--- src/hdl/vrs_pkg.sv ---
// Package for the Verlet rope tick: sizes, constants, point record and helpers.
// Used by the point store, the iterative units, the top level and the testbench.
// No dependencies.
package vrs_pkg;

  localparam int NUM_POINTS = 16;
  localparam int IDX_W      = $clog2(NUM_POINTS);
  localparam int ACC_W      = 17 + IDX_W;

  // Gravity step 9.81 * 0.016^2 as an unsigned Q0.32 fraction.
  localparam logic [23:0] GRAV_STEP_Q32 = 24'd10786209;

  // Reciprocal of the point count for the gravity factor, exact over the
  // range of elasticity * index.
  localparam int          RECIP_SH = 30;
  localparam logic [30:0] RECIP    = 31'((64'd1 << RECIP_SH) / NUM_POINTS + 64'd1);

  localparam int CFG_IDX_W = 8;
  localparam logic [CFG_IDX_W-1:0] CFG_SEG_LEN    = 8'd0;
  localparam logic [CFG_IDX_W-1:0] CFG_ELASTICITY = 8'd1;
  localparam logic [CFG_IDX_W-1:0] CFG_DAMPING    = 8'd2;
  localparam logic [CFG_IDX_W-1:0] CFG_PIN_END    = 8'd3;

  typedef struct packed {
    logic signed [31:0] cur_x;
    logic signed [31:0] cur_y;
    logic signed [31:0] old_x;
    logic signed [31:0] old_y;
  } point_t;

  function automatic logic signed [31:0] sat32(input logic signed [39:0] v);
    logic signed [31:0] r;
    if (v > 40'sh007FFFFFFF) begin
      r = 32'sh7FFFFFFF;
    end else if (v < -40'sh0080000000) begin
      r = -32'sh80000000;
    end else begin
      r = v[31:0];
    end
    return r;
  endfunction

endpackage

--- src/hdl/vrs_sqrt.sv ---
// Iterative floor square root of a 63-bit value, one result bit per cycle.
// Depends on vrs_pkg.
module vrs_sqrt (
  input  logic        clk,
  input  logic        rst_n,
  input  logic        start,
  input  logic [62:0] val,
  output logic        done,
  output logic [31:0] root
);
  import vrs_pkg::*;

  logic [63:0] v_r, res_r, bit_r;
  logic        run_r, done_r;
  logic [63:0] trial;

  assign trial = res_r + bit_r;
  assign done  = done_r;
  assign root  = res_r[31:0];

  always_ff @(posedge clk) begin
    if (!rst_n) begin
      run_r  <= 1'b0;
      done_r <= 1'b0;
    end else begin
      done_r <= 1'b0;
      if (start) begin
        v_r   <= {1'b0, val};
        res_r <= '0;
        bit_r <= 64'd1 << 62;
        run_r <= 1'b1;
      end else if (run_r) begin
        if (v_r >= trial) begin
          v_r   <= v_r - trial;
          res_r <= (res_r >> 1) + bit_r;
        end else begin
          res_r <= res_r >> 1;
        end
        bit_r <= bit_r >> 2;
        if (bit_r[0]) begin
          run_r  <= 1'b0;
          done_r <= 1'b1;
        end
      end
    end
  end

endmodule

--- config.mk ---
export PLATFORM = sky130hd
export DESIGN_NAME = vrs_sqrt
export DESIGN_NICKNAME = d
export VERILOG_FILES = /design/src/hdl/vrs_pkg.sv /design/src/hdl/vrs_sqrt.sv
export SDC_FILE = /design/constraint.sdc
export NUM_CORES = 1
export LEC_CHECK = 0
export BUFFER_PORTS_ARGS = -buffer_cell sky130_fd_sc_hd__buf_2
export CAP_MARGIN = 20
export CORE_ASPECT_RATIO = 0.75
export CORE_UTILIZATION = 51
export DETAILED_ROUTE_END_ITERATION = 10
export MAX_ROUTING_LAYER = met4
export PLACE_DENSITY = 0.66
export SLEW_MARGIN = 10
export SYNTH_ARGS = -nofsm -noshare
export SYNTH_HDL_FRONTEND = slang
export SYNTH_SLANG_ARGS = --single-unit
--- constraint.sdc ---
create_clock -name clk -period 12.9 [get_ports clk]
set_input_delay 1.29 -clock clk [delete_from_list [all_inputs] [get_ports clk]]
set_output_delay 1.29 -clock clk [all_outputs]
set_load 0.02 [all_outputs]
# Word-level counts from Yosys, hierarchy flattened
# Index checks and enable logic that the tools add are counted.
# classes
n_addsub	3
order_cmp	1
n_mux	10
bitwise_logic	2
n_reduce_logical	5
# ops
operator	n
$mux W64	4
$mux W63	2
$add A63 B63 Y64	1
$add A64 B63 Y64	1
$ge A64 B64 Y1	1
$sub A64 B64 Y64	1
$mux W1	4
$reduce_bool A2 Y1	2
$reduce_and A3 Y1	1
$reduce_or A3 Y1	1
$not A1 Y1	2
$reduce_and A2 Y1	1
# word_totals
register_bits	162
inputBits	66
output_inout_bits	33
elab_cells	27

# Longest topological paths before layout
# depth
word_depth	5
ltp_mapped	24
mapped_depth_nobuf	21

# Least setup slack after synthesis
# Ideal clock, no wire load.
# synth_path
kind	register to register
start	register res_r[2]
end	register v_r[0], enable pin
arrival_ns	9.069
setup_slack_ns	3.247
stages_incl_launch_ff	21
n_path_buf	3
path_cell_list	edfxtp_1 > ha_1 > a31o_2 > a31o_1 > a31o_2 > a21oi_1 > o21ai_0 > a211oi_1 > o21bai_1 > a31oi_1 > xor2_1 > ha_1 > clkbuf_1 > nand4_1 > nor4_1 > nand3_1 > nor3_4 > nor2_1 > buf_2 > buf_2 > a21boi_0
# synth_between
elab_chain_len	4
# synth_rtl
item	line	source
start: declaration	vrs_sqrt.sv:13	logic [63:0] v_r, res_r, bit_r;
start signal: assignment	vrs_sqrt.sv:35	res_r <= (res_r >> 1) + bit_r;
start signal: assignment	vrs_sqrt.sv:37	res_r <= res_r >> 1;
$add A64 B63 Y64	vrs_sqrt.sv:17	assign trial = res_r + bit_r;
$ge A64 B64 Y1	vrs_sqrt.sv:33	if (v_r >= trial) begin
$reduce_bool A2 Y1 (no line)	-	
$reduce_and A3 Y1 (no line)	-	
end signal: assignment	vrs_sqrt.sv:28	v_r <= {1'b0, val};
end signal: assignment	vrs_sqrt.sv:34	v_r <= v_r - trial;
end: declaration	vrs_sqrt.sv:13	
# Every way passes these cells.
# A chain may end at the register's enable or synchronous reset.

# Final worst setup path
# layout_path
start	register res_r[6]
end	register res_r[62], data pin
# layout_between
elab_chain_len	4
word_cells_on_any_way	5
cone_classes	add/sub: 2; order compare: 1; mux: 2
# layout_rtl
item	line	source
$add A64 B63 Y64	vrs_sqrt.sv:17	
$ge A64 B64 Y1	vrs_sqrt.sv:33	
$mux W64 *	vrs_sqrt.sv:33	
$mux W64 *	vrs_sqrt.sv:32	end else if (run_r) begin
# Mark *: on every way between the ends. The rest lies on a longest branch, timed or not. The select of a mux whose other input is x is not followed.

==> summary.md <==
| Metric | Value |
|---|---|
| CTS tree | done |
| Met1 Wirelength | 24700 µm |
| Adder-cell share of the synthesized area | 10.3% |
| Final Max Tran Viols | 0 |
| Largest family of logic cells by synthesized area | compound AO/OA/AOI/OAI gates |
| Worst Tran Pin Value | 1070 ps |
| Compound-cell area share of the yosys netlist | 26.2% |
| # clock sinks | roughly 160 |
| IO Port Bufs | 98 |
| Period utilisation layout | 52.0% |
| WP data arrival | 6990 ps |
| Syn-to-layout area delta | 6.38% |
| Cell row count | 55 |
| Synth top cells by count | 212 x nand2_1, 160 x edfxtp_1, 144 x o21ai_0 |
| Setup TNS Final | 0 ps |
| EDFF count, synth | 160 |
| Post-CTS Setup Bufs | 0 |
| Vias in the first global route | approximately 13000 |
| Final clock skew | a little under 20 ps |
| Initial antenna violation count | 0 |
| Ys Warns | 0 |
| Routed Antenna Nets | 0 |
| Mux contribution to synthesized area | 0.684% |
| Mean area per synthesized cell | 8.53 µm² |
| Via count | 14524 |
| RSZ-0062 raised after global routing | false |
| Worst-path clk slew | approximately 70 ps |
| Post_cts resized | 0 |
| Post-Syn Nets | slightly above 2000 |
| Root Driver | clkbuf_16 |
| Core Region | ~30000 µm² |
| Total Routed Length | 47100 µm |
| Met2 WL | 17900 µm |
| Final hold viol count | 0 |
| GPL Wtd Cong | 0.978 |
| Vias per std cell | 6.35 |
| Simple-gate share of the synthesized area | 19.1% |
| Clock Latency Late Sink | 470 ps |
| Worst Setup Start Kind | register |
| Period minus WS final | 6710 ps |
| DR WL met3 | 4040 µm |
| Hold_buf cts | 0 |
| Share of layout cells above drive strength 1 | roughly a tenth |
| Kind of critical path | register to register |
| Worst IR Drop VDD | 0.0929 mV |
| Hold Crit Class | register to register |
| Yosys top cell area share | 30.2% |
| Routed length per instance | 20.6 µm |
| DR top layer | met4 |
| Max frequency | roughly 150 MHz |
| Post-DP HPWL | between 30000 and 40000 µm |
| Worst EP required | around 13000 ps |
| Die Width | slightly above 200 µm |
| P per Cell Area | 139 nW/µm² |
| Die footprint | 31900 µm² |
| Largest cells by area after synthesis | edfxtp_1 30%, ha_1 10%, nand2_1 5.0%, xor2_1 4.8%, o21ai_0 4.5% |
| Status | finished, final reports clean |
| H-tree depth | 4 |
| Max-cap violations | 0 |
| First-pass GRT wire length | 72800 µm |
| CP max FO | 53 |
| Sequential cell area fraction in the yosys report | between 30 and 40% |
| Total Routing Usage GR | between 30% and 40% |
| Post-layout util | 55.7% |
| TritonRoute pass-1 iters | 7 |
| TritonCTS buffer count | 17 |
| Die Y | between 150 and 200 µm |
| First DRT Iteration DRCs | 1443 |
| Top_reg_cell synth | edfxtp_1 |
| Largest net degree at the start of global routing | 96 |
| Starting Density | 52.3% |
| Clock buffer depth | 2 |
| Flops & latches, synth | around 160 |
| Syn Inst Count | 1866 |
| Synthesized area | 15900 µm² |
| # DRC | 0 |
| XOR/XNOR Fraction of Synth Area | between 8 and 9% |
| I/O Pins | 99 |
| Relative slew slack | 29.0% |
| CP endpoint kind | register |
| GRT overflow | 0 |
| Asr flop ratio synth | 0% |
| Netlist cell types | 92 |
| Dominant cell by count in the synthesized netlist | nand2_1 |
| Antenna diodes | 0 |
| Nets | 2072 |
| LEAKAGE | 6.50 nW |
| Leading area contributor after synthesis | edfxtp_1 |
| Final number of setup-violating endpoints | 0 |
[metal layers]
metal	up-vias	track usage [%]
li1	7007	-
met4	0	4.94
met1	6861	49.8
met2	617	38.1
met3	39	4.94
met5	-	-
[power by group]
| part | total, W | switching (W) | internal (W) |
|---|---|---|---|
| clock | 0.000500 | 0.000232 | 0.000268 |
| sequential | 0.000733 | 0.0000671 | 0.000666 |
| combinational | 0.00113 | 0.000709 | 0.000417 |
[final timing paths]
check	from	endpoint	slack, ps	depth (start not counted)
max	res_r[6]	res_r[62]	6190	20
min reg2reg	run_r	done	490	1
max reg2reg	res_r[6]	res_r[62]	6190	20
min	run_r	done	490	1
[cell usage in the layout (no fill, tap or decap), drive strengths merged, types with 4 or more instances in the layout]
cell type and n:
nand2 212, edfxtp 160, o21ai 153, nor2 140
a21oi 133, ha 130, buf 105, xor2 88
a31oi 75, xnor2 67, a21o 54, nor2b 51
nand4 50, inv 42, o21bai 40, a211oi 39
nor3 34, and3 31, nand3 29, o21a 20
clkbuf 18, or3 16, a31o 16, o31ai 16
and2 15, nor4 14, a21boi 12, nand2b 11
a311oi 11, o22ai 9, or2 8, and4 7
mux2 7, o211ai 7, clkinv 7, a221oi 6
o2111ai 6, o21ba 5, a41o 4
[cells by family (layout without fill, tap and decap cells)]
| family | after synthesis | count (layout) |
|---|---|---|
| compound gates | 630 | 630 |
| simple gates | 626 | 626 |
| mux | 10 | 10 |
| flops | 162 | 162 |
| buf+inv | 152 | 174 |
| xor+xnor | 155 | 155 |
| fa+ha+maj | 131 | 131 |
[sequential cells by signal, summed over array words and instances, names as in the netlist]
signal	count
bit_r	32
done	1
res_r	64
run_r	1
v_r	64
[worst max-delay path, cell delays in order (launching register included)]
cell      delay (ps)
edfxtp_1         540
ha_1             440
nand4_1           90
o21ai_0          450
a31oi_2          240
o31a_1           390
a21boi_2         280
a41oi_2          190
o21bai_1         260
nand2_1          100
xor2_1           170
ha_1             380
and3_1           330
nand2_1          150
nor4_1           540
nand3_1          210
nor3_4           140
buf_4            320
or2_2            860
nor2_1            80
a311oi_1         290
[through the flow]
step	area (µm²)	setup slack, ps	hold WS (ps)	cells	power [W]
floorplan	15900	3250	454	1866	0.00157
global placement	16400	6520	479	2255	0.00183
detailed placement	16400	6300	486	2255	0.00184
CTS	16900	6280	496	2287	0.00234
global route	16900	5790	513	2287	0.00250
finish	16900	6190	493	2287	0.00236
[final cells by class]
cell class	count	area (µm²)
Fill cell	2855	13500
Sequential cell	162	4840
Multi-Input combinational cell	1552	10300
Clock inverter	14	128
Timing Repair Buffer	105	549
Tap cell	399	499
Clock buffer	18	429
Inverter	37	139
Power figures use the tool's default switching activity.
