===== config.mk =====
export PLATFORM = sky130hd
export DESIGN_NAME = vrs_state_mem
export DESIGN_NICKNAME = d
export VERILOG_FILES = /design/src/hdl/vrs_pkg.sv /design/src/hdl/vrs_state_mem.sv
export SDC_FILE = /design/constraint.sdc
export NUM_CORES = 1
export LEC_CHECK = 0
export BUFFER_PORTS_ARGS = -buffer_cell sky130_fd_sc_hd__buf_2
export CORE_ASPECT_RATIO = 1.2
export CORE_MARGIN = 10
export CORE_UTILIZATION = 25
export CTS_CLUSTER_SIZE = 12
export DETAILED_ROUTE_END_ITERATION = 8
export GPL_ROUTABILITY_DRIVEN = 0
export PLACE_DENSITY = 0.37
export SYNTH_ARGS = -nofsm -noshare
export SYNTH_HDL_FRONTEND = slang
export SYNTH_SLANG_ARGS = --single-unit

===== constraint.sdc =====
create_clock -name clk -period 22.9 [get_ports clk]
set_clock_uncertainty 0.15 [all_clocks]
set_input_delay 2.29 -clock clk [delete_from_list [all_inputs] [get_ports clk]]
set_output_delay 2.29 -clock clk [all_outputs]
set_load 0.01 [all_outputs]

===== src/hdl/vrs_pkg.sv =====
// Package for the Verlet rope tick: sizes, constants, point record and helpers.
// Used by the point store, the iterative units, the top level and the testbench.
// No dependencies.
package vrs_pkg;

  localparam int NUM_POINTS = 16;
  localparam int IDX_W      = $clog2(NUM_POINTS);
  localparam int ACC_W      = 17 + IDX_W;

  // Gravity step 9.81 * 0.016^2 as an unsigned Q0.32 fraction.
  localparam logic [23:0] GRAV_STEP_Q32 = 24'd10786209;

  // Reciprocal of the point count for the gravity factor, exact over the
  // range of elasticity * index.
  localparam int          RECIP_SH = 30;
  localparam logic [30:0] RECIP    = 31'((64'd1 << RECIP_SH) / NUM_POINTS + 64'd1);

  localparam int CFG_IDX_W = 8;
  localparam logic [CFG_IDX_W-1:0] CFG_SEG_LEN    = 8'd0;
  localparam logic [CFG_IDX_W-1:0] CFG_ELASTICITY = 8'd1;
  localparam logic [CFG_IDX_W-1:0] CFG_DAMPING    = 8'd2;
  localparam logic [CFG_IDX_W-1:0] CFG_PIN_END    = 8'd3;

  typedef struct packed {
    logic signed [31:0] cur_x;
    logic signed [31:0] cur_y;
    logic signed [31:0] old_x;
    logic signed [31:0] old_y;
  } point_t;

  function automatic logic signed [31:0] sat32(input logic signed [39:0] v);
    logic signed [31:0] r;
    if (v > 40'sh007FFFFFFF) begin
      r = 32'sh7FFFFFFF;
    end else if (v < -40'sh0080000000) begin
      r = -32'sh80000000;
    end else begin
      r = v[31:0];
    end
    return r;
  endfunction

endpackage


===== src/hdl/vrs_state_mem.sv =====
// Point store: one record (current and previous position) per rope point.
// Synchronous write, registered read. Depends on vrs_pkg.
module vrs_state_mem (
  input  logic                      clk,
  input  logic                      we,
  input  logic [vrs_pkg::IDX_W-1:0] waddr,
  input  vrs_pkg::point_t           wdata,
  input  logic                      re,
  input  logic [vrs_pkg::IDX_W-1:0] raddr,
  output vrs_pkg::point_t           rdata
);
  import vrs_pkg::*;

  point_t mem [NUM_POINTS];

  always_ff @(posedge clk) begin
    if (we) begin
      mem[waddr] <= wdata;
    end
  end

  always_ff @(posedge clk) begin
    if (re) begin
      rdata <= mem[raddr];
    end
  end

endmodule


After elaboration in Yosys (flattened, before gate mapping)
Memories as Yosys holds them, arrays and structs flattened. A register that Yosys moved wholly into a read port is not among the register bits.
Index checks and enable logic that the tools add are counted.
{"block": "classes", "mux": 2}
{"cell": "$mux 1", "count": 2}
{"block": "totals", "mem_bits_rw": 2048, "n_memories": 1, "word_cells": 3, "ff_bits": 0}
{"name": "mem", "depth": 16, "width": 128, "rd": 1, "rd_ports_with_merged_regs": 1, "write_ports": 1, "line": "vrs_state_mem.sv:14", "rtl": "point_t mem [NUM_POINTS];"}

Depth between registers and ports, before layout
Gate-level depths: netlist (run 1).
{"block": "depth", "ltp_word": 2, "depth_mapped": 7, "mapped_depth_nobuf": 3}

Least setup slack after synthesis (run 1)
Ideal clock, no wire load.
{"block": "synth_timing", "path_kind": "in2reg", "startpoint": "input waddr[2] (netlist name)", "endpoint": "memory mem[0][0] (netlist name), enable pin", "path_slack_ns": 10.533, "setup_ns": 0.774, "required_ns": 21.976, "arrival_time_ns": 11.443, "cell_stages": 2, "path_cell_list": "or3b_2 -> nor3_1"}
{"item": "start: declaration", "line": "vrs_state_mem.sv:6", "rtl": "input logic [vrs_pkg::IDX_W-1:0] waddr,"}
{"item": "end: declaration", "line": "vrs_state_mem.sv:14"}
Straight into the memory's write port.

==> results of run 1 <==
## routing by layer
metal | vias up | global-route usage (%) | routed length (microns)
met4 | 50 | 2.63 | 4940
met2 | 839 | 23.0 | 119000
met3 | 395 | 2.90 | 11900
met5 | - | 0 | 360
met1 | 20500 | 17.5 | 103000
li1 | 15300 | - | -
## state kept, by name, summed over array words and instances (netlist names)
signal  flops
mem      2048
rdata     128
## cell families after synthesis
logic type             count (synthesis)  share of synthesized area [%]
AO/OA/AOI/OAI                        273                           2.55
buffers and inverters                176                           1.06
multiplexers                         565                           14.5
flip-flops                          2176                           80.9
AND/OR/NAND/NOR                      167                          0.952
## worst max-delay path: cells and delay by family
kind / cells / cell delay [ns]
compound gates: 1 / 0.21
mux: 1 / 0.42
simple gates: 1 / 0.09
buf+inv: 4 / 2.92
## synthesized netlist by cell type (15+ instances only)
library cell / instances / area, sq um
o221ai_1: 23 / 201
a22oi_1: 215 / 1610
mux2_2: 64 / 721
nand2_1: 95 / 357
o21ai_0: 17 / 85.1
clkbuf_1: 65 / 244
nor2b_1: 29 / 181
mux4_2: 477 / 10700
nor2_1: 15 / 56.3
mux2i_1: 24 / 240
edfxtp_1: 2176 / 65300
buf_2: 86 / 430
nand2b_1: 16 / 100
## per-stage QoR
stage	worst slack, ns	total power, mW	std cells
final	17.11	8.60	8230
after global routing	16.72	8.92	8221
after CTS	17.04	8.74	8219
after detailed placement	16.03	5.04	7785
after global placement	16.04	5.03	7785
after floorplan	10.53	4.82	3357
## power by group through the flow
stage / clock [mW] / sequential [mW] / combinational, mW
2_1_floorplan: 0 / 4.61 / 0.214
4_1_cts: 3.79 / 4.53 / 0.427
6_report: 3.67 / 4.52 / 0.409
3_3_place_gp: 0 / 4.61 / 0.424
5_1_grt: 3.94 / 4.53 / 0.449
3_5_place_dp: 0 / 4.61 / 0.426
## how the worst min path moves through the flow
| stage | start | endpoint | slack [ns] |
|---|---|---|---|
| 3_5_place_dp | mem[12][19] | rdata[19] | 0.58 |
| 4_1_cts | mem[15][107] | rdata[107] | 0.56 |
| 5_1_grt | mem[14][107] | rdata[107] | 0.58 |
| 3_3_place_gp | mem[14][49] | rdata[49] | 0.58 |
| 2_1_floorplan | mem[14][0] | rdata[0] | 0.56 |
| 6_report | mem[15][107] | rdata[107] | 0.56 |
## final cells by class
type,count,area (sq um),share of cell area (%)
Antenna cell,11,27.5,0.0290
Clock buffer,301,6280,6.62
Clock inverter,133,1020,1.07
Multi-Input combinational cell,1005,14700,15.5
Sequential cell,2176,65300,68.9
Tap cell,4255,5320,5.61
Timing Repair Buffer,349,2160,2.27
==> reports/results.ini, run 1 <==
[setup_path]
r2r_cells=3
worstSetupEndpointType=flip-flop
r2r_start=mem[7][116]
start_kind=primary input
crit_type=primary input to flip-flop
reg2reg_to=rdata[116]
cp_common_cell=buf_4
crit_arrival_ns=6.25
cp_cell_sequence=buf_8 -> buf_4 -> buf_4 -> buf_4 -> mux4_2 -> a22oi_1 -> nand2_1
rrSetupSlack_ns=20.98
cpPeakStageDelay_ns=0.84
crit_path_top_delay_cell=buf_4
worstPathRequired_ns=23.36
cp_max_fo=56
crit_start=raddr[1]
crit_end=rdata[77]

[synth]
synth_cell_types=24
yosysWarnings=0
synth_edf_count=2176
async_flop_share_pct=0
synth_cells=3357
synth_ff_type=edfxtp_1
syn_nets=3496
syn_area_sq_um=80700
ys_ff_latch=2176
ys_seq_area_share_pct=80.9
syn_area_per_cell_sq_um=24.0

[power_and_ir_drop]
intPower_mw=6.71
powerDensity_nw_per_um2=90.7
p_seq_share_pct=52.6
switching_share_pct=21.9
combPwrFrac_pct=4.8
total_leakage_power_nw=29.4
p_switching_mw=1.88
ir_drop_mv=0.0642
clockPowerShare_pct=42.6

[sta]
setup_viol=0
finalMaxSlewViolations=0
grt_setup_unrepaired=no
min_period_ns=5.79
fin_crit_sh_pct=25.3
whs_ns=0.558
worst_slew_pin_slew_ns=1.26
setup_tns_ns=0
hold_viol=0
max_freq_mhz=173
relSlewSlack_pct=16.0

[global_routing]
globalRouteOverflowTotal=0
first_global_vias=40200
track_usage_pct=13.4
grt_max_degree=121
antenna_found_initial=89
grt_first_pass_wirelength_mm=332

[die]
core-area_sq_um=322000
rows=228
die_x_microns=539
die_h_microns=643
design.die.area_sq_um=346000
ios=267
start_util_pct=25.1

[cts]
cts_sinks=2176
cts_tree=yes
postCtsHoldBufs=0
clkTransAtPathRegs_ns=0.06
cts_resized=0
root_buffer=clkbuf_16
cts_setup_buffers=0
clockBufferDepth=4
numCtsBuffers=241
clk_latency_ns=0.90
cts_max_level=4

[worst_hold_path]
hold_path_depth=3
hold_class=flip-flop to flip-flop

[cells_and_area]
fillers=31100
fin_area_sq_um=94800
layout_commonest_cell=edfxtp_1
area_delta_synth_final_pct=17.5
fin_util_pct=29.5
drive_gt1_share_pct=31.0
layout_common_cells=2176 x edfxtp_1, 477 x mux4_2, 261 x buf_2, 242 x clkbuf_16, 215 x a22oi_1
nets=3912

[drt]
vias=37000
drtAntennaViolNets=0
drt_iter0_markers=2681
wl_mm=238
via_per_inst=4.50
wire_per_inst_microns=29.0
firstDrtPassIters=5
drc=0

[place]
dpl_cell_area_sq_um=87500
dpl.hpwl_mm=116
portBuffers=266

[run_status]
outcome=complete, no violations

[run]
maxCapViolCount=0

Power figures use the tool's default switching activity.
==> run 2, diff against run 1 <==
Settings changed: ABC_AREA from default to 1, PLACE_DENSITY 0.37 to 0.38.
Clock period 22.9 ns to 4.92 ns, I/O delays scaled along.
==> reports/results.ini, run 2 <==
[run_status]
outcome=complete, no violations

[cells_and_area]
fin_area_sq_um=104000
top_register=mem
fin_util_pct=29.4
reg.largest.list=mem: 2048 flops, rdata: 128 flops
drive_gt1_share_pct=8.53
fillers=36100
layout_common_cells=2809 x nand2_1, 2176 x edfxtp_1, 1467 x nand3_1, 862 x inv_1, 261 x buf_2
area_delta_synth_final_pct=17.0
largest_reg_flops=2048
layout_commonest_cell=nand2_1
nets=8247

[worst_hold_path]
hold_path_startpoint=raddr[2]
hold_path_depth=4
hold_class=primary input to flip-flop

[drt]
drc=0
drt_iter0_markers=3843
via_per_inst=4.36
route.met2.wl_mm=138
vias=56600
wl_mm=284
wirelength_met1_mm=128
drtAntennaViolNets=0
wire_per_inst_microns=21.8
firstDrtPassIters=8
top_layer=met5
wl_met3_mm=11.8

[global_routing]
grt_first_pass_wirelength_mm=409
grt_max_degree=184
globalRouteOverflowTotal=0
antenna_found_initial=59
track_usage_pct=14.5
first_global_vias=56200

[place]
dpl_cell_area_sq_um=95800
dpl.hpwl_mm=139
portBuffers=266

[die]
rows=239
die_x_microns=565
core-area_sq_um=354000
ios=267
start_util_pct=25.1
die_h_microns=673
design.die.area_sq_um=380000

[setup_path]
crit_start=rdata[3]
crit_arrival_ns=1.66
path_depth=1
r2r_cells=5
crit_type=flip-flop to primary output
cp_max_fo=1
crit_path_top_delay_cell=edfxtp_1
cp_top_family=flip-flops
worstSetupEndpointType=primary output
r2r_start=mem[12][78]
cpPeakStageDelay_ns=0.52
worstPathRequired_ns=4.28
cp_cell_sequence=buf_2
cp_num_buf_inv=1
start_kind=flip-flop

[cts]
clockBufferDepth=4
cts_sinks=2176
cts_tree=yes
cts_setup_buffers=0
cts_max_level=4
root_buffer=clkbuf_16
cts_resized=0
postCtsHoldBufs=129
clk_latency_ns=0.90
clkTransAtPathRegs_ns=0.06
numCtsBuffers=238

[sta]
setup_viol=0
hold_viol=0
worst_slew_pin_slew_ns=1.09
whs_ns=0.0947
min_period_ns=2.31
relSlewSlack_pct=27.2
finalMaxSlewViolations=0
max_freq_mhz=434
grt_setup_unrepaired=no
fin_crit_sh_pct=46.9

[synth]
syn_area_per_cell_sq_um=11.4
syn_area_sq_um=89000
synth_common_cells=2809 x nand2_1, 2176 x edfxtp_1, 1467 x nand3_1
ys_seq_area_share_pct=73.5
synth_cell_types=15
async_flop_share_pct=0
synthTopCellsByArea=edfxtp_1 73%, nand2_1 12%, nand3_1 8.3%
synth_ff_type=edfxtp_1
ys_ff_latch=2176
yosysMostFrequentCell=nand2_1
yosys.area.top_type_share_pct=73.5
yosysTopAreaCell=edfxtp_1
yosysWarnings=0
syn_nets=7925
synth_cells=7786
synth_edf_count=2176

[run]
maxCapViolCount=0

[power_and_ir_drop]
ir_drop_mv=0.288
total_leakage_power_nw=40.4
powerDensity_nw_per_um2=387

## run 2: cell types whose count changed after synthesis, moves of 64 or more
cell,before,now
a22oi_1,215,0
buf_2,86,227
buf_4,12,91
inv_1,0,864
mux2_2,64,0
mux4_2,477,0
nand2_1,95,2809
nand3_1,1,1467
## run 2: area by class of cell
cell class,instances,area [sq um],share of cell area [%]
inverter,866,3290,3.16
antenna,10,25.0,0.0240
clock inverter,103,706,0.678
timing repair buffer,507,4310,4.14
tap,4699,5880,5.65
sequential,2176,65300,62.8
multi-input combinational,4319,18200,17.5
clock buffer,316,6310,6.06
## run 2: kinds of logic after synthesis
group                  synth area share (%)
and+or+nand+nor                        20.4
DFF                                    73.5
buffers and inverters                  6.19
## run 2: per-layer routing
| layer | vias to the layer above | global-route usage, % |
|---|---|---|
| li1 | 26700 | - |
| met1 | 28400 | 19.5 |
| met2 | 1094 | 24.8 |
| met3 | 402 | 2.10 |
| met4 | 30 | 3.09 |
| met5 | - | 0 |
## run 2: final timing paths
| path | endpoint | slack [ns] |
|---|---|---|
| worst max-delay path | rdata[3] | 2.61 |
| worst min-delay path | rdata[13] | 0.09 |
| worst max register to register | rdata[78] | 3.43 |
| worst min register to register | rdata[56] | 0.56 |
## run 2: metrics by stage
step,cells,total power [mW],setup TNS (ns),setup slack [ns]
after floorplan,7786,22.8,-3792.67,-1.87
after global placement,12400,24.0,0,1.72
after detailed placement,12400,24.0,0,1.72
after CTS,13000,41.0,0,2.47
after global routing,13000,41.9,0,2.53
final,13000,40.3,0,2.61
## run 2: power breakdown
| group | internal, mW | leakage (nW) | switching [mW] |
|---|---|---|---|
| combinational | 0.702 | 17.2 | 1.87 |
| sequential | 20.9 | 19.8 | 0.155 |
| clock | 9.33 | 3.41 | 7.34 |
| total | 30.9 | 40.4 | 9.36 |
