$ cat src/hdl/vrs_pkg.sv
// Package for the Verlet rope tick: sizes, constants, point record and helpers.
// Used by the point store, the iterative units, the top level and the testbench.
// No dependencies.
package vrs_pkg;

  localparam int NUM_POINTS = 16;
  localparam int IDX_W      = $clog2(NUM_POINTS);
  localparam int ACC_W      = 17 + IDX_W;

  // Gravity step 9.81 * 0.016^2 as an unsigned Q0.32 fraction.
  localparam logic [23:0] GRAV_STEP_Q32 = 24'd10786209;

  // Reciprocal of the point count for the gravity factor, exact over the
  // range of elasticity * index.
  localparam int          RECIP_SH = 30;
  localparam logic [30:0] RECIP    = 31'((64'd1 << RECIP_SH) / NUM_POINTS + 64'd1);

  localparam int CFG_IDX_W = 8;
  localparam logic [CFG_IDX_W-1:0] CFG_SEG_LEN    = 8'd0;
  localparam logic [CFG_IDX_W-1:0] CFG_ELASTICITY = 8'd1;
  localparam logic [CFG_IDX_W-1:0] CFG_DAMPING    = 8'd2;
  localparam logic [CFG_IDX_W-1:0] CFG_PIN_END    = 8'd3;

  typedef struct packed {
    logic signed [31:0] cur_x;
    logic signed [31:0] cur_y;
    logic signed [31:0] old_x;
    logic signed [31:0] old_y;
  } point_t;

  function automatic logic signed [31:0] sat32(input logic signed [39:0] v);
    logic signed [31:0] r;
    if (v > 40'sh007FFFFFFF) begin
      r = 32'sh7FFFFFFF;
    end else if (v < -40'sh0080000000) begin
      r = -32'sh80000000;
    end else begin
      r = v[31:0];
    end
    return r;
  endfunction

endpackage

$ cat src/hdl/vrs_div.sv
// Restoring divider for the correction ratio floor(num * 2^30 / den), num <= den.
// One quotient bit per cycle, 31 quotient bits in all. Depends on vrs_pkg.
module vrs_div (
  input  logic        clk,
  input  logic        rst_n,
  input  logic        start,
  input  logic [32:0] num,
  input  logic [32:0] den,
  output logic        done,
  output logic [30:0] quot
);
  import vrs_pkg::*;

  logic [34:0] rem_r;
  logic [32:0] den_r;
  logic [30:0] q_r;
  logic [4:0]  cnt_r;
  logic        run_r, done_r;
  logic [34:0] rem2;

  // The first step compares the dividend itself, which gives the top quotient bit
  // when num equals den.
  assign rem2 = (cnt_r == 5'd0) ? rem_r : {rem_r[33:0], 1'b0};
  assign done = done_r;
  assign quot = q_r;

  always_ff @(posedge clk) begin
    if (!rst_n) begin
      run_r  <= 1'b0;
      done_r <= 1'b0;
      cnt_r  <= '0;
    end else begin
      done_r <= 1'b0;
      if (start) begin
        rem_r <= {2'b0, num};
        den_r <= den;
        q_r   <= '0;
        cnt_r <= '0;
        run_r <= 1'b1;
      end else if (run_r) begin
        if (rem2 >= {2'b0, den_r}) begin
          rem_r <= rem2 - {2'b0, den_r};
          q_r   <= {q_r[29:0], 1'b1};
        end else begin
          rem_r <= rem2;
          q_r   <= {q_r[29:0], 1'b0};
        end
        cnt_r <= cnt_r + 5'd1;
        if (cnt_r == 5'd30) begin
          run_r  <= 1'b0;
          done_r <= 1'b1;
        end
      end
    end
  end

endmodule

$ cat config.mk
export PLATFORM = sky130hd
export DESIGN_NAME = vrs_div
export DESIGN_NICKNAME = d
export VERILOG_FILES = /design/src/hdl/vrs_pkg.sv /design/src/hdl/vrs_div.sv
export SDC_FILE = /design/constraint.sdc
export NUM_CORES = 1
export LEC_CHECK = 0
export ABC_AREA = 1
export BUFFER_PORTS_ARGS = -buffer_cell sky130_fd_sc_hd__buf_2
export CAP_MARGIN = 20
export CORE_AREA = 2 2 139 141
export DETAILED_ROUTE_END_ITERATION = 16
export DIE_AREA = 0 0 141 143
export HOLD_SLACK_MARGIN = 0.15
export PLACE_DENSITY = 0.68
export SYNTH_ARGS = -nofsm -noshare
export SYNTH_HDL_FRONTEND = slang
export SYNTH_SLANG_ARGS = --single-unit
$ cat constraint.sdc
create_clock -name clk -period 9.25 [get_ports clk]
set_clock_uncertainty 0.1 [all_clocks]
set_input_delay 0.925 -clock clk [delete_from_list [all_inputs] [get_ports clk]]
set_output_delay 0.925 -clock clk [all_outputs]
set_load 0.01 [all_outputs]
# ---- Word-level counts from Yosys, hierarchy flattened
# Cells that the tools add are included.
# W data, S select, Z words.
dict set report op_classes {
  add_sub_neg 2
  magnitude_cmp 1
  eq_ne 1
  n_mux 10
  bitwise_logic 2
  reduce_logical 6
}
# op n
set op_table {}
lappend op_table {{$mux W35} 3}
lappend op_table {{$ge A35 B33 Y1} 1}
lappend op_table {{$sub A35 B33 Y35} 1}
lappend op_table {{$mux W33} 1}
lappend op_table {{$mux W31} 1}
lappend op_table {{$add A5 B1 Y5 const B} 1}
lappend op_table {{$eq A5 B5 Y1 const B} 1}
lappend op_table {{$logic_not A5 Y1} 1}
lappend op_table {{$mux W1} 5}
lappend op_table {{$reduce_and A2 Y1} 2}
lappend op_table {{$reduce_or A3 Y1} 1}
lappend op_table {{$not A1 Y1} 2}
lappend op_table {{$reduce_bool A2 Y1} 1}
lappend op_table {{$reduce_or A2 Y1} 1}
dict set report totals {
  reg_bits 106
  in_bits 69
  out_inout_bits 32
}

# ---- Logic depth before layout (Yosys ltp)
# Gate-level depths: netlist (run 1).
dict set report logic_depth {
  ltp_word 6
  depth_mapped 24
}

# ---- Least setup slack after synthesis (run 1)
# No wires, ideal clock.
dict set report synth_path {
  path_kind {reg2reg}
  start {register cnt_r[1]}
  end {register rem_r[28], data pin}
  setup_time_ns 0.252
  arrival_time_ns 2.769
  t_required_ns 8.898
  path_slack_ns 6.129
  path_stages_with_launch 22
  path_cell_list {dfxtp_1 inv_1 ha_1 inv_1 nor2_2 nand2_2 buf_2 clkbuf_1 a21oi_1 ha_1 nand2_1 nor2_1 nand2_1 clkinv_1 nand4_1 nand3_1 nand2_2 nand2_4 buf_6 nand3_1 nand2_1 nand2_1}
}
dict set report synth_between {
  elab_chain_len 6
  elab_cells_between_ends 7
  classes_between {1 x add/sub; 1 x order compare; 4 x mux; 1 x reduce/logical}
}
# item line
set synth_lines {}
lappend synth_lines {{from (decl)} vrs_div.sv:17} ;# logic [4:0] cnt_r;
lappend synth_lines {{from (signal assigned)} vrs_div.sv:48} ;# cnt_r <= cnt_r + 5'd1;
lappend synth_lines {{$logic_not A5 Y1 (*)} vrs_div.sv:23} ;# assign rem2 = (cnt_r == 5'd0) ? rem_r : {rem_r[33:0], 1'b0};
lappend synth_lines {{$mux W35 (*)} vrs_div.sv:23}
lappend synth_lines {{$sub A35 B33 Y35 / $ge A35 B33 Y1 (equally long branches)} {vrs_div.sv:42, vrs_div.sv:41}}
lappend synth_lines {{$mux W35 (*)} vrs_div.sv:41} ;# if (rem2 >= {2'b0, den_r}) begin
lappend synth_lines {{$mux W35 (*)} vrs_div.sv:40} ;# end else if (run_r) begin
lappend synth_lines {{$mux W33 (*)} vrs_div.sv:34} ;# if (start) begin
lappend synth_lines {{to (signal assigned)} vrs_div.sv:35} ;# rem_r <= {2'b0, num};
lappend synth_lines {{to (signal assigned)} vrs_div.sv:42} ;# rem_r <= rem2 - {2'b0, den_r};
lappend synth_lines {{to (signal assigned)} vrs_div.sv:45} ;# rem_r <= rem2;
lappend synth_lines {{to (decl)} vrs_div.sv:14} ;# logic [34:0] rem_r;
# Mark *: on every way between the ends. The rest lies on a longest branch, timed or not. The select of a mux whose other input is x is not followed.
# A chain may end at the register's enable or synchronous reset.

# ---- Worst setup path in the final report (run 1)
dict set report layout_path {
  start {register cnt_r[1]}
  end {register rem_r[29], data pin}
}
# Same word-level chain as after synthesis.

==> results of run 1 <==
layout make-up:
| class | instances | area share |
|---|---|---|
| clock buffers | 9 | 0.02612 |
| clock inverters | 7 | 0.01060 |
| inverters | 201 | 0.08752 |
| multi-input cells | 741 | 0.4145 |
| flip-flops and latches | 106 | 0.3611 |
| well taps | 234 | 0.03396 |
| repair buffers | 105 | 0.06618 |
power groups by stage:
stage | Sequential, W | Combinational, W | Clock [W]
2_1_floorplan | 0.000619 | 0.000465 | 0
3_3_place_gp | 0.000617 | 0.000613 | 0
3_5_place_dp | 0.000617 | 0.000618 | 0
4_1_cts | 0.000607 | 0.000622 | 0.000413
5_1_grt | 0.000612 | 0.000714 | 0.000428
6_report | 0.000607 | 0.000625 | 0.000402
kinds of logic (layout without fill, tap and decap cells):
family,count (synthesis),after routing
and+or+nand+nor,614,614
buffers and inverters,227,322
DFF,106,106
AOI/OAI and AO/OA,72,72
adders and majority gates,37,37
xor gates and xnor gates,18,18
cell usage after synthesis, drive strengths merged:
master,n,area [um2]
inv,199,747.0
nor2,116,447.9
o21ai,26,130.1
ha,36,450.4
nand3,71,355.3
o21bai,4,30.03
a31oi,1,6.260
a21oi,38,190.2
clkinv,2,7.510
a21o,1,7.510
xnor2,17,148.9
nand3b,28,210.2
dfxtp,7,140.1
fa,1,20.02
o211ai,1,7.510
xor2,1,8.760
nand4,8,50.05
nor3b,2,15.01
nand2,382,1449
clkbuf,13,48.80
buf,13,88.83
nor4,1,6.260
o21a,1,7.510
edfxtp,99,2973
nor3,6,30.03
worst paths after layout:
check | from | to | slack [ns] | cells past startpoint
max reg2reg | cnt_r[1] | rem_r[29] | 4.73 | 18
min | cnt_r[0] | cnt_r[0] | 0.45 | 2
min reg2reg | cnt_r[0] | cnt_r[0] | 0.45 | 2
max | cnt_r[1] | rem_r[29] | 4.73 | 18
layer usage:
metal,vias up,track usage,routed length [um]
met3,31,0.03286,1013
met2,168,0.3258,8985
li1,3544,-,-
met4,0,0.07263,507
met5,-,0,0
met1,3069,0.2795,9552
worst min-delay path, cell delays in order (launching register included):
cell	delay (ns)
dfxtp_1	0.34
nor2_1	0.11
nor3_1	0.06
through the flow:
stage,hold slack (ns),area [um2],utilization
global route,0.4963,8621,0.4640
CTS,0.4488,8601,0.4629
detailed placement,0.4419,8284,0.4459
finish,0.4486,8621,0.4640
global placement,0.4063,8257,0.4444
floorplan,0.3891,7576,-
registers in the layout (all words and copies together), names as in the netlist:
register  flops
quot         31
den_r        33
rem_r        35
cnt_r         5
run_r         1
done          1
==> results.sh, run 1 <==
export IMPL_cts_root_buf="clkbuf_16"
export IMPL_cts_tree="built"
export IMPL_crit_required_ns=9.28
export IMPL_hp_class="reg2reg"
export IMPL_crit_type="reg2reg"
export IMPL_p_per_area_mw_per_mm2=189.5
export IMPL_synthToLayoutAreaGrowth_pct=13.79
export IMPL_comb_power_share=0.382
export IMPL_vias_per_cell=4.855
export IMPL_final_common_cell="nand2_1"
export IMPL_firstDrtPassIters=5
export IMPL_slew_headroom=0.3909
export IMPL_pin_count=101
export IMPL_stdcell_count=1403
export IMPL_max_freq_mhz=221.0
export IMPL_grt_pass1_vias=6528
export IMPL_track_usage=0.2032
export IMPL_numClockSinks=106
export IMPL_overflow=0
export IMPL_drt_iter0_markers=438
export IMPL_cp_end_kind="register"
export IMPL_cts_clk_slew_worst_paths_ns=0.08
export IMPL_ant_nets=0
export IMPL_portBuffers=100
export IMPL_synth_fa_ha_area_frac=0.06210
export IMPL_filler_cell_count=1917
export IMPL_postCtsResizedCells=0
export IMPL_tightest_slew_ns=0.9114
export IMPL_netlist_area_mm2=0.007576
export IMPL_initial_core_util=0.4077
export IMPL_rows=50
export IMPL_arrival_ns=4.55
export IMPL_layout_drive_gt1_share=0.1104
export IMPL_rsz0062_at_grt="false"
export IMPL_place_inst=1386
export IMPL_netlist_instances=1074
export IMPL_cts_buffers=9
export IMPL_dp_hpwl_mm=14.85
export IMPL_crit_path_frequent_cell="nand2_1"
export IMPL_cts_max_level=3
export IMPL_multi_input_area_mm2=0.003573
export IMPL_num_vias=6812
export IMPL_wl_mm=20.06
export IMPL_layout_cells_most_common_list="377 x nand2_1, 199 x inv_1, 113 x nor2_1"
export IMPL_p_leak_nw=4.461
export IMPL_cp_start_kind="register"
export IMPL_final_seq_area_mm2=0.003113
export IMPL_synthXorXnorAreaFrac=0.02081
export IMPL_synth_compound_area_share=0.05004
export IMPL_die_w_um=141
export IMPL_p_int_w=0.001002
export IMPL_maxCapViolations=0
export IMPL_switchingPower_w=0.0006312
export IMPL_crit_slowest_cell="nand2_2"
export IMPL_clockBufferDepth=2
export IMPL_syn_avg_cell_area_um2=7.054
export IMPL_critical_path_buf_inv_count=3
export IMPL_core_area_mm2=0.01858
export IMPL_post_synth_and_or_nand_nor_area_fraction=0.3384
export IMPL_ir_drop_mv=0.1082
export IMPL_worstPathCellList="inv_1 > ha_1 > inv_1 > nor2_2 > nand2_2 > buf_12 > o21ai_0 > ha_1 > nand3_1 > nand3_1 > nand4_1 > nand3_1 > nand2_2 > nand2_4 > nand2_1 > nand2_1 > nand2_1 > nand2_1"
export IMPL_synth_top_family_by_area="simple AND/OR/NAND/NOR gates"
export IMPL_fin_ws_ns=4.726
export IMPL_wire_per_inst_um=14.30
export IMPL_fin_crit_sh=0.4891
export IMPL_p_total_w=0.001633
export IMPL_clk_latency_ns=0.36
export IMPL_yosysSeqAreaShare=0.4109
export IMPL_antennaDiodeCount=0
export IMPL_post_cts_buffers=0
export IMPL_post_route_min_period_ns=4.524
export IMPL_synth_warnings=0
export IMPL_drc=0
export IMPL_synth_seq_cells=106
export IMPL_seqPwrFrac=0.372
export IMPL_grt_max_degree=69
export IMPL_slew_violations=0
export IMPL_switching_share=0.3865
export IMPL_dp_slack_ns=4.267
export IMPL_die_area_mm2=0.02016
export IMPL_synth_mux_area_frac=0
export IMPL_path_max_fanout=48
export IMPL_tns_ns=0
export IMPL_antenna_found_initial=0
export IMPL_synth_fp_nets=1180
export IMPL_outcome="finished clean"
export IMPL_die_y_um=143
export IMPL_nets=1270
export IMPL_gp_congestion=0.9314
export IMPL_finalHoldViolCount=0
export IMPL_cts_hold_buf=0
export IMPL_clkPwrFrac=0.246
export IMPL_synth_cell_types=33
export IMPL_setup_violations=0
export IMPL_slowest_delay_ns=0.63
export IMPL_grt_pass1_wl_mm=32.13
export IMPL_crit_family="simple AND/OR/NAND/NOR gates"
(Power assumes the default switching activity.)
==> run 2: changes to the inputs <==
Settings changed: ABC_AREA 1 to 0, CORE_AREA 2 2 139 141 to 2 2 131 133, DIE_AREA 0 0 141 143 to 0 0 133 135, PLACE_DENSITY 0.68 to 0.7.
Clock period 9.25 ns to 4.05 ns, I/O delays scaled along.
==> run 2 against run 1 <==
Design area grew 5.0%. Via count shrank 19%. Register-to-register slack got worse by 4.6 ns. Setup slack got worse by 4.6 ns. Die area down 11%. Non-clock buffer count grew 90. Core utilization grew 8.8 points. Critical endpoint is now rem_r[16].
==> results.sh, run 2 <==
export IMPL_filler_cell_count=1425
export IMPL_hp_class="in2reg"
export IMPL_nets=917
export IMPL_tightest_slew_ns=0.6022
export IMPL_antennaDiodeCount=0
export IMPL_grt_max_degree=48
export IMPL_synth_fp_nets=738
export IMPL_p_leak_nw=3.837
export IMPL_synth_area_leaders="edfxtp_1 45%, ha_1 6.8%, mux2_2 5.7%, a21oi_1 3.5%, nor2b_1 3.1%"
export IMPL_crit_type="reg2reg"
export IMPL_drt_iter0_markers=366
export IMPL_regMostFlops="rem_r"
export IMPL_async_flop_share=0
export IMPL_cp_start_kind="register"
export IMPL_maxCapViolations=0
export IMPL_outcome="finished clean"
export IMPL_cp_end_kind="register"
export IMPL_dp_hpwl_mm=11.56
export IMPL_synth_mux_area_frac=0.09128
export IMPL_cts_buffers=9
export IMPL_gp_congestion=0.9104
export IMPL_worstPathCellList="inv_2 > ha_4 > nor4b_4 > buf_4 > buf_16 > mux2_2 > ha_4 > a21oi_4 > inv_1 > a311o_1 > a41o_1 > or3_4 > o21a_4 > mux2_4 > mux2_4"
export IMPL_netlist_area_mm2=0.006661
export IMPL_synthFlopType="edfxtp_1"
export IMPL_numClockSinks=106
export IMPL_fin_ws_ns=0.09448
export IMPL_clk_latency_ns=0.36
export IMPL_slew_violations=0
export IMPL_synth_commonest_cells="99 x edfxtp_1, 47 x a21oi_1, 47 x nor2_1"
export IMPL_die_w_um=133
export IMPL_track_usage=0.1881
export IMPL_rsz0062_at_grt="true"
export IMPL_slew_headroom=0.5985
export IMPL_layout_drive_gt1_share=0.3456
export IMPL_synth_warnings=0
export IMPL_synth_seq_cells=106
export IMPL_final_util=0.5519
export IMPL_initial_core_util=0.4060
export IMPL_multi_input_area_mm2=0.003802
export IMPL_rows=47
export IMPL_fin_crit_sh=0.9767
export IMPL_post_synth_and_or_nand_nor_area_fraction=0.1407
export IMPL_cts_root_buf="clkbuf_16"
export IMPL_post_route_min_period_ns=3.956
export IMPL_synth_top_family_by_area="compound AO/OA/AOI/OAI gates"
export IMPL_firstDrtPassIters=5
export IMPL_arrival_ns=3.96
export IMPL_cts_max_level=3
export IMPL_wl_mm=17.39
export IMPL_synth_most_common_cell="edfxtp_1"
export IMPL_netlist_instances=632
export IMPL_synthToLayoutAreaGrowth_pct=35.93
export IMPL_stdcell_count=1036
export IMPL_core_area_mm2=0.01641
export IMPL_synth_fa_ha_area_frac=0.07062
export IMPL_ant_nets=0
export IMPL_p_per_area_mw_per_mm2=411.0
export IMPL_cts_tree="built"
export IMPL_ir_drop_mv=0.2347
export IMPL_clockBufferDepth=2
export IMPL_cts_clk_slew_worst_paths_ns=0.08
export IMPL_final_common_cell="buf_2"
export IMPL_die_area_mm2=0.01796
export IMPL_antenna_found_initial=0
export IMPL_dp_slack_ns=-0.05875
export IMPL_yosysSeqAreaShare=0.4673
export IMPL_grt_pass1_wl_mm=26.89
export IMPL_synth_compound_area_share=0.1518
export IMPL_final_seq_area_mm2=0.003115
export IMPL_yosys_area_top_type="edfxtp_1"
export IMPL_path_max_fanout=7
export IMPL_overflow=0
export IMPL_synth_edf_count=99
export IMPL_vias_per_cell=5.296
export IMPL_wire_per_inst_um=16.78
export IMPL_rrSetupSlack_ns=0.09
export IMPL_pin_count=101
export IMPL_die_y_um=135
export IMPL_critical_path_buf_inv_count=4
export IMPL_yosysTopAreaCellShare=0.4463
export IMPL_largest_reg_flops=35
export IMPL_grt_pass1_vias=5375
export IMPL_drc=0
export IMPL_crit_slowest_cell="or3_4"
export IMPL_portBuffers=100
export IMPL_crit_required_ns=4.06
export IMPL_num_vias=5487
export IMPL_crit_family="compound AO/OA/AOI/OAI gates"
export IMPL_synthXorXnorAreaFrac=0.03681
export IMPL_place_inst=972
export IMPL_syn_avg_cell_area_um2=10.54
export IMPL_tns_ns=0
export IMPL_setup_violations=0
export IMPL_layout_cells_most_common_list="100 x buf_2, 99 x edfxtp_1, 53 x buf_4"
export IMPL_slowest_delay_ns=0.41
export IMPL_max_freq_mhz=252.8
export IMPL_synth_cell_types=58
export IMPL_finalHoldViolCount=0
[run 2: cell types whose count changed after synthesis, moves of 8 or more]
| cell | previous run | this run |
|---|---|---|
| a21oi_1 | 38 | 47 |
| clkbuf_1 | 13 | 21 |
| xor2_1 | 1 | 15 |
| mux2_2 | 0 | 34 |
| nand3b_1 | 28 | 1 |
| mux2i_1 | 0 | 18 |
| a21o_1 | 1 | 23 |
| nor2b_1 | 0 | 33 |
| nand3_1 | 71 | 13 |
| nor2_1 | 113 | 47 |
| and3_1 | 0 | 14 |
| inv_1 | 199 | 42 |
| nand2_1 | 378 | 36 |
[run 2: kinds of logic (layout without fill, tap and decap cells)]
group                    count (synthesis)  in the layout
AO/OA/AOI/OAI                          153            153
multiplexers                            55             55
XOR/XNOR                                28             28
buffers and inverters                   69            253
flip-flops                             106            106
adder cells (fa/ha/maj)                 37             37
AND/OR/NAND/NOR                        184            184
[run 2: where the power goes]
| group | switching (W) | internal (W) |
|---|---|---|
| clock | 0.000449 | 0.000437 |
| sequential | 0.0000424 | 0.00132 |
| combinational | 0.000741 | 0.000735 |
| total | 0.00123 | 0.00249 |
[run 2: path summary, 6_finish.rpt]
check                start        end  depth (start not counted)
setup / recovery  cnt_r[0]  rem_r[16]                         15
hold / removal     num[22]  rem_r[22]                          3
setup reg to reg  cnt_r[0]  rem_r[16]                         15
hold reg to reg   quot[17]   quot[18]                          1
[run 2: layout make-up]
class / instances / area share
Clock buffer: 9 / 0.02487
Tap cell: 220 / 0.03040
Multi-Input combinational cell: 457 / 0.4199
Inverter: 42 / 0.01741
Timing Repair Buffer: 195 / 0.1556
Sequential cell: 106 / 0.3441
Clock inverter: 7 / 0.007738
[run 2: stage by stage]
stage	power [W]	cell area [um2]	hold slack, ns
after global placement	0.002609	7787	0.4439
after global routing	0.003941	9055	0.2418
after detailed placement	0.002625	7787	0.4492
final	0.003722	9055	0.2391
after CTS	0.003556	8502	0.2264
after floorplan	0.002251	6783	0.3960
[run 2: what timing repair did]
action	CTS	global route
setup buffers	3	8
hold buffers	33	0
pin swaps	0	23
gates resized for setup	6	81
endpoints found under the hold margin	33	0
setup endpoints to repair	13	34
cloned	2	2
[run 2: per-layer routing]
metal | global-route usage | wire length, um
met5 | 0 | 0
met3 | 0.03378 | 832
met1 | 0.2522 | 8091
met4 | 0.05914 | 228
met2 | 0.3112 | 8236
[run 2: worst reg2reg max path: cells and delay by family (launching register included)]
kind | cells | cell delay (ns)
AOI/OAI and AO/OA | 4 | 0.92
buffers and inverters | 4 | 0.50
adders and majority gates | 2 | 0.30
muxes | 3 | 0.92
DFF | 1 | 0.33
and+or+nand+nor | 2 | 0.65
